`config.mk`:
```
export PLATFORM = sky130hd
export DESIGN_NAME = arp_responder_with_cache
export DESIGN_NICKNAME = d
export VERILOG_FILES = /design/src/arpc_pkg.sv /design/src/arpc_ctrl.sv /design/src/arpc_dp.sv /design/src/arp_responder_with_cache.sv
export SDC_FILE = /design/constraint.sdc
export NUM_CORES = 2
export LEC_CHECK = 0
export BUFFER_PORTS_ARGS = -buffer_cell sky130_fd_sc_hd__buf_2
export CAP_MARGIN = 20
export CORE_ASPECT_RATIO = 0.9
export CORE_MARGIN = 2
export CORE_UTILIZATION = 40
export CTS_BUF_LIST = sky130_fd_sc_hd__clkbuf_16
export CTS_CLUSTER_SIZE = 16
export DETAILED_ROUTE_END_ITERATION = 10
export PLACE_DENSITY = 0.55
export SLEW_MARGIN = 20
export SYNTH_ARGS = -nofsm -noshare
export SYNTH_HDL_FRONTEND = slang
export SYNTH_SLANG_ARGS = --single-unit
export TNS_END_PERCENT = 5
```
`constraint.sdc`:
```
create_clock -name clk -period 7.3 [get_ports clk]
set_clock_uncertainty 0.05 [all_clocks]
set_input_delay 1.095 -clock clk [delete_from_list [all_inputs] [get_ports clk]]
set_output_delay 1.095 -clock clk [all_outputs]
set_load 0.02 [all_outputs]
```
`src/arpc_pkg.sv`:
```
package arpc_pkg;

    localparam int TABLE_ENTRIES = 16;
    localparam int IDX_W = (TABLE_ENTRIES > 1) ? $clog2(TABLE_ENTRIES) : 1;
    localparam int CNT_W = $clog2(TABLE_ENTRIES + 1);

    localparam logic [1:0] REQ_PKT     = 2'd0;
    localparam logic [1:0] REQ_LOOKUP  = 2'd1;
    localparam logic [1:0] REQ_RESOLVE = 2'd2;

    localparam logic [15:0] HTYPE_ETH  = 16'h0001;
    localparam logic [15:0] PTYPE_IPV4 = 16'h0800;
    localparam logic [15:0] PKT_OP_REQUEST = 16'd1;
    localparam logic [15:0] PKT_OP_REPLY   = 16'd2;

    localparam logic [1:0] OP_NONE    = 2'd0;
    localparam logic [1:0] OP_REQUEST = 2'd1;
    localparam logic [1:0] OP_REPLY   = 2'd2;

    localparam logic [2:0] ACT_IGNORED = 3'd0;
    localparam logic [2:0] ACT_REPLY   = 3'd1;
    localparam logic [2:0] ACT_REQUEST = 3'd2;
    localparam logic [2:0] ACT_LOOKUP  = 3'd3;
    localparam logic [2:0] ACT_WRITTEN = 3'd4;
    localparam logic [2:0] ACT_FULL    = 3'd5;

    localparam logic [0:0] CFG_OWN_MAC = 1'b0;
    localparam logic [0:0] CFG_OWN_IP  = 1'b1;

    localparam logic [47:0] BCAST_MAC = {48{1'b1}};

    typedef enum logic [2:0] {
        S_IDLE,
        S_READ,
        S_CMP,
        S_WRITE,
        S_FINISH
    } state_t;

    typedef struct packed {
        logic [31:0] ip;
        logic [47:0] mac;
    } entry_t;

    typedef struct packed {
        logic load;
        logic clr_idx;
        logic rd_en;
        logic inc_idx;
        logic mark_hit;
        logic wr_en;
        logic out_load;
    } cmd_t;

    typedef struct packed {
        logic is_search;
        logic is_store;
        logic idx_end;
        logic match;
    } status_t;

endpackage

```
`src/arpc_ctrl.sv`:
```
module arpc_ctrl
    import arpc_pkg::*;
(
    input  logic    clk,
    input  logic    rst_n,
    input  logic    in_valid,
    output logic    in_ready,
    output logic    out_valid,
    input  logic    out_ready,
    input  status_t st,
    output cmd_t    cmd
);

    state_t state_reg;
    state_t state_next;
    logic   out_valid_reg;
    logic   out_valid_next;
    logic   out_free;

    assign out_free  = !out_valid_reg || out_ready;
    assign in_ready  = (state_reg == S_IDLE);
    assign out_valid = out_valid_reg;

    always_ff @(posedge clk or negedge rst_n)
    begin
        if (!rst_n)
        begin
            state_reg     <= S_IDLE;
            out_valid_reg <= 1'b0;
        end
        else
        begin
            state_reg     <= state_next;
            out_valid_reg <= out_valid_next;
        end
    end

    always_comb
    begin
        state_next = state_reg;
        case (state_reg)
            S_IDLE:
            begin
                if (in_valid)
                    state_next = S_READ;
            end
            S_READ:
            begin
                if (!st.is_search)
                    state_next = S_FINISH;
                else if (st.idx_end)
                    state_next = st.is_store ? S_WRITE : S_FINISH;
                else
                    state_next = S_CMP;
            end
            S_CMP:
            begin
                if (st.match)
                    state_next = st.is_store ? S_WRITE : S_FINISH;
                else
                    state_next = S_READ;
            end
            S_WRITE:
            begin
                state_next = S_FINISH;
            end
            S_FINISH:
            begin
                if (out_free)
                    state_next = S_IDLE;
            end
            default:
            begin
                state_next = S_IDLE;
            end
        endcase
    end

    always_comb
    begin
        cmd            = '0;
        out_valid_next = out_valid_reg && !out_ready;
        case (state_reg)
            S_IDLE:
            begin
                cmd.load    = in_valid;
                cmd.clr_idx = in_valid;
            end
            S_READ:
            begin
                cmd.rd_en = st.is_search && !st.idx_end;
            end
            S_CMP:
            begin
                cmd.mark_hit = st.match;
                cmd.inc_idx  = !st.match;
            end
            S_WRITE:
            begin
                cmd.wr_en = 1'b1;
            end
            S_FINISH:
            begin
                cmd.out_load = out_free;
                if (out_free)
                    out_valid_next = 1'b1;
            end
            default:
            begin
                cmd = '0;
            end
        endcase
    end

endmodule

```
`src/arpc_dp.sv`:
```
module arpc_dp
    import arpc_pkg::*;
(
    input  logic        clk,
    input  logic        rst_n,
    input  cmd_t        cmd,
    output status_t     st,
    input  logic        cfg_wr,
    input  logic [0:0]  cfg_index,
    input  logic [47:0] cfg_data,
    input  logic [1:0]  req_type,
    input  logic [15:0] pkt_htype,
    input  logic [15:0] pkt_ptype,
    input  logic [15:0] pkt_opcode,
    input  logic [47:0] sender_mac,
    input  logic [31:0] sender_ip,
    input  logic [31:0] pkt_target_ip,
    input  logic [31:0] query_ip,
    output logic [2:0]  action,
    output logic [47:0] frame_dest_mac,
    output logic [1:0]  frame_opcode,
    output logic [47:0] frame_target_mac,
    output logic [31:0] frame_target_ip,
    output logic [47:0] found_mac,
    output logic        found
);

    logic [47:0] own_mac_reg;
    logic [31:0] own_ip_reg;

    logic [1:0]  req_reg;
    logic [15:0] htype_reg;
    logic [15:0] ptype_reg;
    logic [15:0] opcode_reg;
    logic [47:0] smac_reg;
    logic [31:0] sip_reg;
    logic [31:0] tip_reg;
    logic [31:0] qip_reg;

    logic [CNT_W-1:0] count_reg;
    logic [CNT_W-1:0] idx_reg;
    logic             hit_reg;
    logic             stored_reg;
    logic [47:0]      hitmac_reg;
    entry_t           rd_reg;
    entry_t           mem [TABLE_ENTRIES];

    logic [2:0]  action_reg;
    logic [47:0] dest_mac_reg;
    logic [1:0]  fop_reg;
    logic [47:0] tmac_reg;
    logic [31:0] tip_out_reg;
    logic [47:0] fmac_reg;
    logic        found_reg;

    logic [2:0]  action_next;
    logic [47:0] dest_mac_next;
    logic [1:0]  fop_next;
    logic [47:0] tmac_next;
    logic [31:0] tip_out_next;
    logic [47:0] fmac_next;
    logic        found_next;

    logic        pkt_ok;
    logic        is_store;
    logic        full;
    logic        do_write;
    logic [31:0] key;
    logic [IDX_W-1:0] wr_addr;

    assign pkt_ok   = (htype_reg == HTYPE_ETH) && (ptype_reg == PTYPE_IPV4);
    assign is_store = (req_reg == REQ_PKT) && pkt_ok && (opcode_reg == PKT_OP_REPLY);
    assign key      = (req_reg == REQ_LOOKUP) ? qip_reg : sip_reg;
    assign full     = (count_reg == CNT_W'(TABLE_ENTRIES));
    assign do_write = cmd.wr_en && (hit_reg || !full);
    assign wr_addr  = hit_reg ? idx_reg[IDX_W-1:0] : count_reg[IDX_W-1:0];

    assign st.is_search = is_store || (req_reg == REQ_LOOKUP);
    assign st.is_store  = is_store;
    assign st.idx_end   = (idx_reg == count_reg);
    assign st.match     = (rd_reg.ip == key);

    always_ff @(posedge clk or negedge rst_n)
    begin
        if (!rst_n)
        begin
            own_mac_reg <= '0;
            own_ip_reg  <= '0;
        end
        else if (cfg_wr)
        begin
            case (cfg_index)
                CFG_OWN_MAC: own_mac_reg <= cfg_data;
                CFG_OWN_IP:  own_ip_reg  <= cfg_data[31:0];
                default:     own_ip_reg  <= own_ip_reg;
            endcase
        end
    end

    always_ff @(posedge clk)
    begin
        if (cmd.load)
        begin
            req_reg    <= req_type;
            htype_reg  <= pkt_htype;
            ptype_reg  <= pkt_ptype;
            opcode_reg <= pkt_opcode;
            smac_reg   <= sender_mac;
            sip_reg    <= sender_ip;
            tip_reg    <= pkt_target_ip;
            qip_reg    <= query_ip;
        end
    end

    always_ff @(posedge clk or negedge rst_n)
    begin
        if (!rst_n)
        begin
            count_reg  <= '0;
            idx_reg    <= '0;
            hit_reg    <= 1'b0;
            stored_reg <= 1'b0;
        end
        else
        begin
            if (cmd.clr_idx)
            begin
                idx_reg    <= '0;
                hit_reg    <= 1'b0;
                stored_reg <= 1'b0;
            end
            else if (cmd.inc_idx)
                idx_reg <= idx_reg + CNT_W'(1);
            if (cmd.mark_hit)
                hit_reg <= 1'b1;
            if (cmd.wr_en)
                stored_reg <= hit_reg || !full;
            if (cmd.wr_en && !hit_reg && !full)
                count_reg <= count_reg + CNT_W'(1);
        end
    end

    always_ff @(posedge clk)
    begin
        if (cmd.mark_hit)
            hitmac_reg <= rd_reg.mac;
    end

    // table: one write port, one registered read port
    always_ff @(posedge clk)
    begin
        if (do_write)
            mem[wr_addr] <= '{ip: key, mac: smac_reg};
    end

    always_ff @(posedge clk)
    begin
        if (cmd.rd_en)
            rd_reg <= mem[idx_reg[IDX_W-1:0]];
    end

    always_comb
    begin
        action_next   = ACT_IGNORED;
        dest_mac_next = '0;
        fop_next      = OP_NONE;
        tmac_next     = '0;
        tip_out_next  = '0;
        fmac_next     = '0;
        found_next    = 1'b0;
        case (req_reg)
            REQ_PKT:
            begin
                if (is_store)
                    action_next = stored_reg ? ACT_WRITTEN : ACT_FULL;
                else if (pkt_ok && (opcode_reg == PKT_OP_REQUEST) && (tip_reg == own_ip_reg))
                begin
                    action_next   = ACT_REPLY;
                    dest_mac_next = smac_reg;
                    fop_next      = OP_REPLY;
                    tmac_next     = smac_reg;
                    tip_out_next  = sip_reg;
                end
            end
            REQ_LOOKUP:
            begin
                action_next = ACT_LOOKUP;
                found_next  = hit_reg;
                fmac_next   = hit_reg ? hitmac_reg : '0;
            end
            REQ_RESOLVE:
            begin
                action_next   = ACT_REQUEST;
                dest_mac_next = BCAST_MAC;
                fop_next      = OP_REQUEST;
                tmac_next     = BCAST_MAC;
                tip_out_next  = qip_reg;
            end
            default:
            begin
                action_next = ACT_IGNORED;
            end
        endcase
    end

    always_ff @(posedge clk)
    begin
        if (cmd.out_load)
        begin
            action_reg   <= action_next;
            dest_mac_reg <= dest_mac_next;
            fop_reg      <= fop_next;
            tmac_reg     <= tmac_next;
            tip_out_reg  <= tip_out_next;
            fmac_reg     <= fmac_next;
            found_reg    <= found_next;
        end
    end

    assign action           = action_reg;
    assign frame_dest_mac   = dest_mac_reg;
    assign frame_opcode     = fop_reg;
    assign frame_target_mac = tmac_reg;
    assign frame_target_ip  = tip_out_reg;
    assign found_mac        = fmac_reg;
    assign found            = found_reg;

endmodule

```
`src/arp_responder_with_cache.sv`:
```
// Items that need no table search go from accept through S_READ and S_FINISH to out_valid.
// Lookups and stored replies read one entry at a time in S_READ and compare it in S_CMP, until
// an entry matches or all stored entries (at most 16) have been compared; a stored reply
// then passes S_WRITE for the table write, also when the table is full.
// One item in flight; the next is accepted the cycle after its result is registered, and
// an item waits in S_FINISH while out_ready holds the earlier result back.
// Reset (rst_n low, asynchronous) empties the table and clears own_mac and own_ip.
module arp_responder_with_cache
    import arpc_pkg::*;
(
    input  logic        clk,
    input  logic        rst_n,
    input  logic        in_valid,
    output logic        in_ready,
    input  logic [1:0]  req_type,
    input  logic [15:0] pkt_htype,
    input  logic [15:0] pkt_ptype,
    input  logic [15:0] pkt_opcode,
    input  logic [47:0] sender_mac,
    input  logic [31:0] sender_ip,
    input  logic [31:0] pkt_target_ip,
    input  logic [31:0] query_ip,
    output logic        out_valid,
    input  logic        out_ready,
    output logic [2:0]  action,
    output logic [47:0] frame_dest_mac,
    output logic [1:0]  frame_opcode,
    output logic [47:0] frame_target_mac,
    output logic [31:0] frame_target_ip,
    output logic [47:0] found_mac,
    output logic        found,
    input  logic        cfg_valid,
    output logic        cfg_ready,
    input  logic [0:0]  cfg_index,
    input  logic [47:0] cfg_data
);

    cmd_t    cmd;
    status_t st;

    assign cfg_ready = 1'b1;

    arpc_ctrl u_ctrl (
        .clk       (clk),
        .rst_n     (rst_n),
        .in_valid  (in_valid),
        .in_ready  (in_ready),
        .out_valid (out_valid),
        .out_ready (out_ready),
        .st        (st),
        .cmd       (cmd)
    );

    arpc_dp u_dp (
        .clk              (clk),
        .rst_n            (rst_n),
        .cmd              (cmd),
        .st               (st),
        .cfg_wr           (cfg_valid && cfg_ready),
        .cfg_index        (cfg_index),
        .cfg_data         (cfg_data),
        .req_type         (req_type),
        .pkt_htype        (pkt_htype),
        .pkt_ptype        (pkt_ptype),
        .pkt_opcode       (pkt_opcode),
        .sender_mac       (sender_mac),
        .sender_ip        (sender_ip),
        .pkt_target_ip    (pkt_target_ip),
        .query_ip         (query_ip),
        .action           (action),
        .frame_dest_mac   (frame_dest_mac),
        .frame_opcode     (frame_opcode),
        .frame_target_mac (frame_target_mac),
        .frame_target_ip  (frame_target_ip),
        .found_mac        (found_mac),
        .found            (found)
    );

endmodule

```
# Word-level counts from Yosys, hierarchy flattened
# Memory sizes are Yosys's and may differ from the RTL's. A register that Yosys moved wholly into a read port is not among the register bits.
# Index checks and enable logic that the tools add are counted.
# word_totals
ff_bits,424
ram_bits,1280
inputBits,248
output_inout_bits,185
word_cells,104
mem_count,1
# memory_table
memory,words,width,read_ports,rd_clocked_by_memory_dff,write_ports,line_no,source
u_dp.mem,16,80,1,1,1,arpc_dp.sv:46,entry_t mem [TABLE_ENTRIES];
# classes
add_sub_neg,2
n_eq_ne,16
muxes,36
n_reduce_logical,27
# ops
op,n
2-to-1 mux 32 bit,3
2-to-1 mux 48 bit,2
one-hot mux 48 bit (2 select lines),1
== test 32 bit,2
one-hot mux 32 bit (2 select lines),1
== test 16 x 1 -> 1 bit (second input constant),2
2-to-1 mux 3 bit,7
== test 16 x 12 -> 1 bit (second input constant),1
== test 16 x 2 -> 1 bit (second input constant),1
one-hot mux 3 bit (5 select lines),1
2-to-1 mux 1 bit,12
adder 5 x 1 -> 5 bit (second input constant),2
logical AND 1 bit,10
2-to-1 mux 5 bit,2
one-hot mux 3 bit (3 select lines),1
2-to-1 mux 2 bit,4
== test 3 x 2 -> 1 bit (second input constant),2
logical NOT 1 bit,6
AND reduction 2 bit,3
nonzero test 2 bit,3
== test 5 bit,1
== test 5 bit (second input constant),1
2-to-1 mux 4 bit,1
one-hot mux 2 bit (2 select lines),1
other kinds (9),11

# Depth between registers and ports, before layout
# depth
ltp_word,8
mapped_depth,10
ltp_nobuf,8

# Cells and area by module
# Synthesis repeated with hierarchy kept, for this count alone.
# hier_totals
cells_unflattened,2792
area_unflattened_um2,66608.9
# modules_own_cells
mod,n_inst,cells_each,area_each_um2
arpc_dp,1,2756,66287.3
arpc_ctrl,1,34,310.3
arp_responder_with_cache,1,2,11.3

# Worst setup path after synthesis
# No wires, ideal clock.
# synth_timing
path_type,reg-to-reg
startpoint,register u_ctrl.state_reg[0]
endpoint,register u_dp.htype_reg[0] (enable)
setup_time_ns,0.546
t_arrival_ns,5.159
t_required_ns,6.704
slack_ns,1.545
stages_incl_launch_ff,5
path_buffers,1
period_less_slack_ns,5.755
cell_sequence,dfrtp_1 > clkbuf_1 > nor3_1 > nand2_1 > inv_1
# synth_via
elab_chain_len,2
# synth_lines
item,line_no,source
from (decl),arpc_ctrl.sv:14,state_t state_reg;
from (signal assigned),arpc_ctrl.sv:33,state_reg <= state_next;
logical NOT 3 bit,-,
via in_ready,arp_responder_with_cache.sv:14,"output logic in_ready,"
2-to-1 mux 2 bit,arpc_ctrl.sv:83,case (state_reg)
to (signal assigned),arpc_dp.sv:105,htype_reg <= pkt_htype;
to (decl),arpc_dp.sv:32,logic [15:0] htype_reg;
# The timed path passes the listed nets, and every way through them passes these cells.
# A chain may end at the register's enable or synchronous reset.

==> metrics.txt <==
# TYPE chip_impl_metric gauge
chip_impl_info{name="worst_r2r_start",value="u_dp.req_reg[1]"} 1
chip_impl_metric{name="fp.dieArea",unit="sq mm"} 0.170
chip_impl_info{name="post_synth_main_area_contributors",value="edfxtp_1 78%, mux4_2 14%, dfrtp_1 1.8%"} 1
chip_impl_metric{name="post_drt_via_cell_ratio",unit=""} 5.39
chip_impl_info{name="tritoncts_clock_tree",value="done"} 1
chip_impl_metric{name="slew_headroom",unit="%"} 27.9
chip_impl_info{name="ys_dominant_reg_cell",value="edfxtp_1"} 1
chip_impl_metric{name="chipWidth",unit="um"} 434
chip_impl_metric{name="area.growth.synth_to_final",unit="%"} 15.6
chip_impl_metric{name="vias_in_the_first_global_route",unit=""} 32800
chip_impl_metric{name="number_of_instances_resized_during_post_cts_repair",unit=""} 0
chip_impl_info{name="cp_top_family",value="simple AND/OR/NAND/NOR gates"} 1
chip_impl_metric{name="placementRows",unit=""} 142
chip_impl_metric{name="die_height",unit="um"} 391
chip_impl_metric{name="cpPeakStageDelay",unit="ns"} 0.88
chip_impl_info{name="clockRootBuffer",value="clkbuf_16"} 1
chip_impl_metric{name="routed_wirelength",unit="um"} 157000
chip_impl_metric{name="gp_routability_congestion",unit=""} 0.751
chip_impl_info{name="outcome",value="complete, no violations"} 1
chip_impl_metric{name="cts_h_tree_lvls",unit=""} 4
chip_impl_info{name="crit_start",value="u_dp.req_reg[1]"} 1
chip_impl_info{name="timing.critical_path.to_type",value="flip-flop"} 1
chip_impl_metric{name="cellPowerDensity",unit="mW/mm^2"} 300
chip_impl_info{name="crit_path_end",value="u_dp.hitmac_reg[36]"} 1
chip_impl_metric{name="cellLeakagePower",unit="nW"} 25.2
chip_impl_metric{name="clk_pin_slew",unit="ns"} 0.06
chip_impl_metric{name="final_min_period_over_clock_period",unit="%"} 67.7
chip_impl_metric{name="tightest_slew",unit="ns"} 1.08
chip_impl_metric{name="syn_avg_cell_area",unit="sq um"} 23.8
chip_impl_metric{name="place_ws",unit="ns"} 2.32
chip_impl_metric{name="largest_register_ffs",unit=""} 1280
chip_impl_metric{name="synth_top_area_share",unit="%"} 78.2
chip_impl_metric{name="cts_sinks",unit=""} 1784
chip_impl_info{name="critical_path_type",value="reg2reg"} 1
chip_impl_metric{name="ys.warnings.count",unit=""} 0
chip_impl_metric{name="grt_max_degree",unit=""} 124
chip_impl_metric{name="drt.antenna.violating_nets",unit=""} 0
chip_impl_metric{name="top_level_ports",unit=""} 433
chip_impl_metric{name="worstRegToRegCells",unit=""} 9
chip_impl_metric{name="total_chip_power",unit="mW"} 23.1
chip_impl_metric{name="start_util",unit="%"} 40.2
chip_impl_metric{name="grt.total_usage",unit="%"} 18.4
chip_impl_metric{name="grt_pass1_wl",unit="um"} 225000
chip_impl_info{name="ys_top_cells_by_count",value="1736 x edfxtp_1, 400 x mux4_2, 69 x clkbuf_1, 64 x mux2_2, 58 x xor2_1"} 1
chip_impl_metric{name="placeableCoreArea",unit="sq mm"} 0.166
chip_impl_metric{name="async_s_r_ff_share_synth",unit="%"} 2.69
chip_impl_metric{name="fin_nets",unit=""} 3530
chip_impl_metric{name="worstPathMaxFanout",unit=""} 48
chip_impl_info{name="rr_endpoint",value="u_dp.hitmac_reg[36]"} 1
chip_impl_metric{name="grt_antenna_before_repair",unit=""} 9
chip_impl_metric{name="path_buf_inv",unit=""} 2
chip_impl_metric{name="synth.net_count",unit=""} 3057
chip_impl_info{name="worstHoldPathType",value="in2async"} 1
chip_impl_info{name="synth_top_cell_by_area",value="edfxtp_1"} 1
chip_impl_metric{name="grt-ovfl-total",unit=""} 0
chip_impl_metric{name="routed_wire_length_per_instance",unit="um"} 27.7
chip_impl_metric{name="placement.io_buffers",unit=""} 415
chip_impl_metric{name="ir_drop",unit="uV"} 199
chip_impl_metric{name="maxSlewViolCount",unit=""} 0
chip_impl_metric{name="fin_ws",unit="ns"} 2.36
chip_impl_metric{name="cp.depth",unit=""} 9
chip_impl_info{name="synthMostInstantiatedCell",value="edfxtp_1"} 1
chip_impl_metric{name="place_hpwl",unit="um"} 82600
chip_impl_metric{name="max_freq",unit="MHz"} 202
chip_impl_info{name="cp_cell_sequence",value="inv_1, ha_4, mux2_2, xor2_1, nor4_1, buf_4, nand4_1, nor2_1, and2_4"} 1
chip_impl_metric{name="share_of_the_core_filled_with_cells",unit="%"} 46.4
chip_impl_metric{name="drtPass1Iterations",unit=""} 5
chip_impl_metric{name="netlist_area",unit="sq mm"} 0.0667
chip_impl_metric{name="postSynthCellCount",unit=""} 2803
chip_impl_metric{name="maxCapViolations",unit=""} 0
chip_impl_metric{name="ys_types",unit=""} 51
chip_impl_metric{name="nFillCells",unit=""} 13700
chip_impl_metric{name="minimum_setup_slack_among_reg_to_reg_paths",unit="ns"} 2.36
chip_impl_metric{name="cts_post_setup_buffers_inserted",unit=""} 0
chip_impl_metric{name="synth.ff_latch_count",unit=""} 1784
chip_impl_metric{name="dr_drc_count",unit=""} 0
chip_impl_metric{name="final_layout_size_suffix_gt1_share",unit="%"} 35.7
chip_impl_info{name="start_kind",value="flip-flop"} 1
chip_impl_metric{name="worstPathRequired",unit="ns"} 7.67
chip_impl_metric{name="fin_tns_setup",unit="ns"} 0
chip_impl_metric{name="crit_arrival",unit="ns"} 5.31
chip_impl_info{name="rsz0062_at_grt",value="no"} 1
chip_impl_metric{name="ctsHoldBuffers",unit=""} 0
chip_impl_metric{name="synth_seq_area_share",unit="%"} 80.0
chip_impl_info{name="cp_slowest_cell",value="and2_4"} 1
chip_impl_metric{name="vias",unit=""} 30500
chip_impl_metric{name="layout_min_cycle_time",unit="ns"} 4.94
chip_impl_metric{name="hold_violations",unit=""} 0
chip_impl_metric{name="cts.path.max_buffers",unit=""} 3
chip_impl_metric{name="synth_edf_count",unit=""} 1736
chip_impl_metric{name="cts-buffers-inserted",unit=""} 180
chip_impl_metric{name="setup_violations",unit=""} 0
chip_impl_metric{name="latest_clock_arrival_within_the_worst_skew_pair",unit="ns"} 0.83
chip_impl_metric{name="detailedRoute.firstIterationViolations",unit=""} 2661
routing by layer:
metal  routed length [um]  GRT usage (%)
met1                66400           25.0
met2                79600           30.9
met3                 7890           3.02
met4                 3050           4.91
met5                    0              0
layout by cell type, fill, tap and decap left out, types with 16 or more instances in the layout:
master / Yosys / routed
xor2_1: 58 / 58
mux2_2: 64 / 64
clkinv_2: 0 / 29
a22o_1: 33 / 33
nor4_1: 24 / 24
clkinv_1: 0 / 33
and3_1: 49 / 48
nor2_4: 0 / 16
buf_4: 49 / 51
dfrtp_1: 48 / 44
buf_2: 9 / 415
a21o_1: 49 / 49
mux4_2: 400 / 400
inv_1: 8 / 55
clkbuf_16: 0 / 180
edfxtp_1: 1736 / 1736
nand2_1: 20 / 20
how the worst min path moves through the flow:
stage / from / endpoint / slack (ns)
6_report: rst_n / u_dp.own_ip_reg[28] / 0.36
3_5_place_dp: u_dp.rd_reg[30] / u_dp.hitmac_reg[30] / 0.35
3_3_place_gp: u_dp.rd_reg[37] / u_dp.hitmac_reg[37] / 0.35
4_1_cts: rst_n / u_dp.own_ip_reg[15] / 0.30
5_1_grt: pkt_target_ip[5] / u_dp.tip_reg[5] / 0.32
2_1_floorplan: u_dp.rd_reg[0] / u_dp.hitmac_reg[0] / 0.35
where the power goes:
group	internal [mW]	switching [mW]
clock network	5.04	3.90
registers	12.2	0.403
logic	0.418	1.16
cells by family (layout without fill, tap and decap cells):
kind of cell,after synthesis,in the layout,share of synthesized area (%)
and+or+nand+nor,173,173,1.55
other,1,8,0.00563
buffers and inverters,191,808,1.46
muxes,469,469,14.7
DFF,1784,1784,80.0
adders and majority gates,6,6,0.113
AOI/OAI and AO/OA,106,106,1.24
xor gates and xnor gates,73,73,0.959
layout make-up:
| class | count | area, sq um | share of cell area (%) |
|---|---|---|---|
| timing repair buffer | 473 | 2590 | 3.36 |
| clock inverter | 146 | 1250 | 1.62 |
| sequential | 1784 | 53300 | 69.2 |
| tap | 2232 | 2790 | 3.62 |
| antenna | 7 | 17.5 | 0.0227 |
| multi-input combinational | 828 | 12500 | 16.2 |
| inverter | 9 | 51.3 | 0.0666 |
| clock buffer | 180 | 4500 | 5.84 |
metrics by stage:
step,std cells,instance area (sq um),hold slack [ns]
floorplan,2803,66700,0.350
global placement,5326,71300,0.352
detailed placement,5326,71300,0.355
CTS,5652,77000,0.299
global route,5658,77100,0.325
finish,5659,77100,0.357
worst register-to-register path, delay by kind of cell (launching register included):
| kind | cells | cell delay, ns |
|---|---|---|
| and+or+nand+nor | 4 | 2.27 |
| muxes | 1 | 0.61 |
| adders and majority gates | 1 | 0.51 |
| DFF | 1 | 0.45 |
| buffers and inverters | 2 | 0.39 |
| xor gates and xnor gates | 1 | 0.21 |
Note: power is estimated with default switching activity, not from simulation.
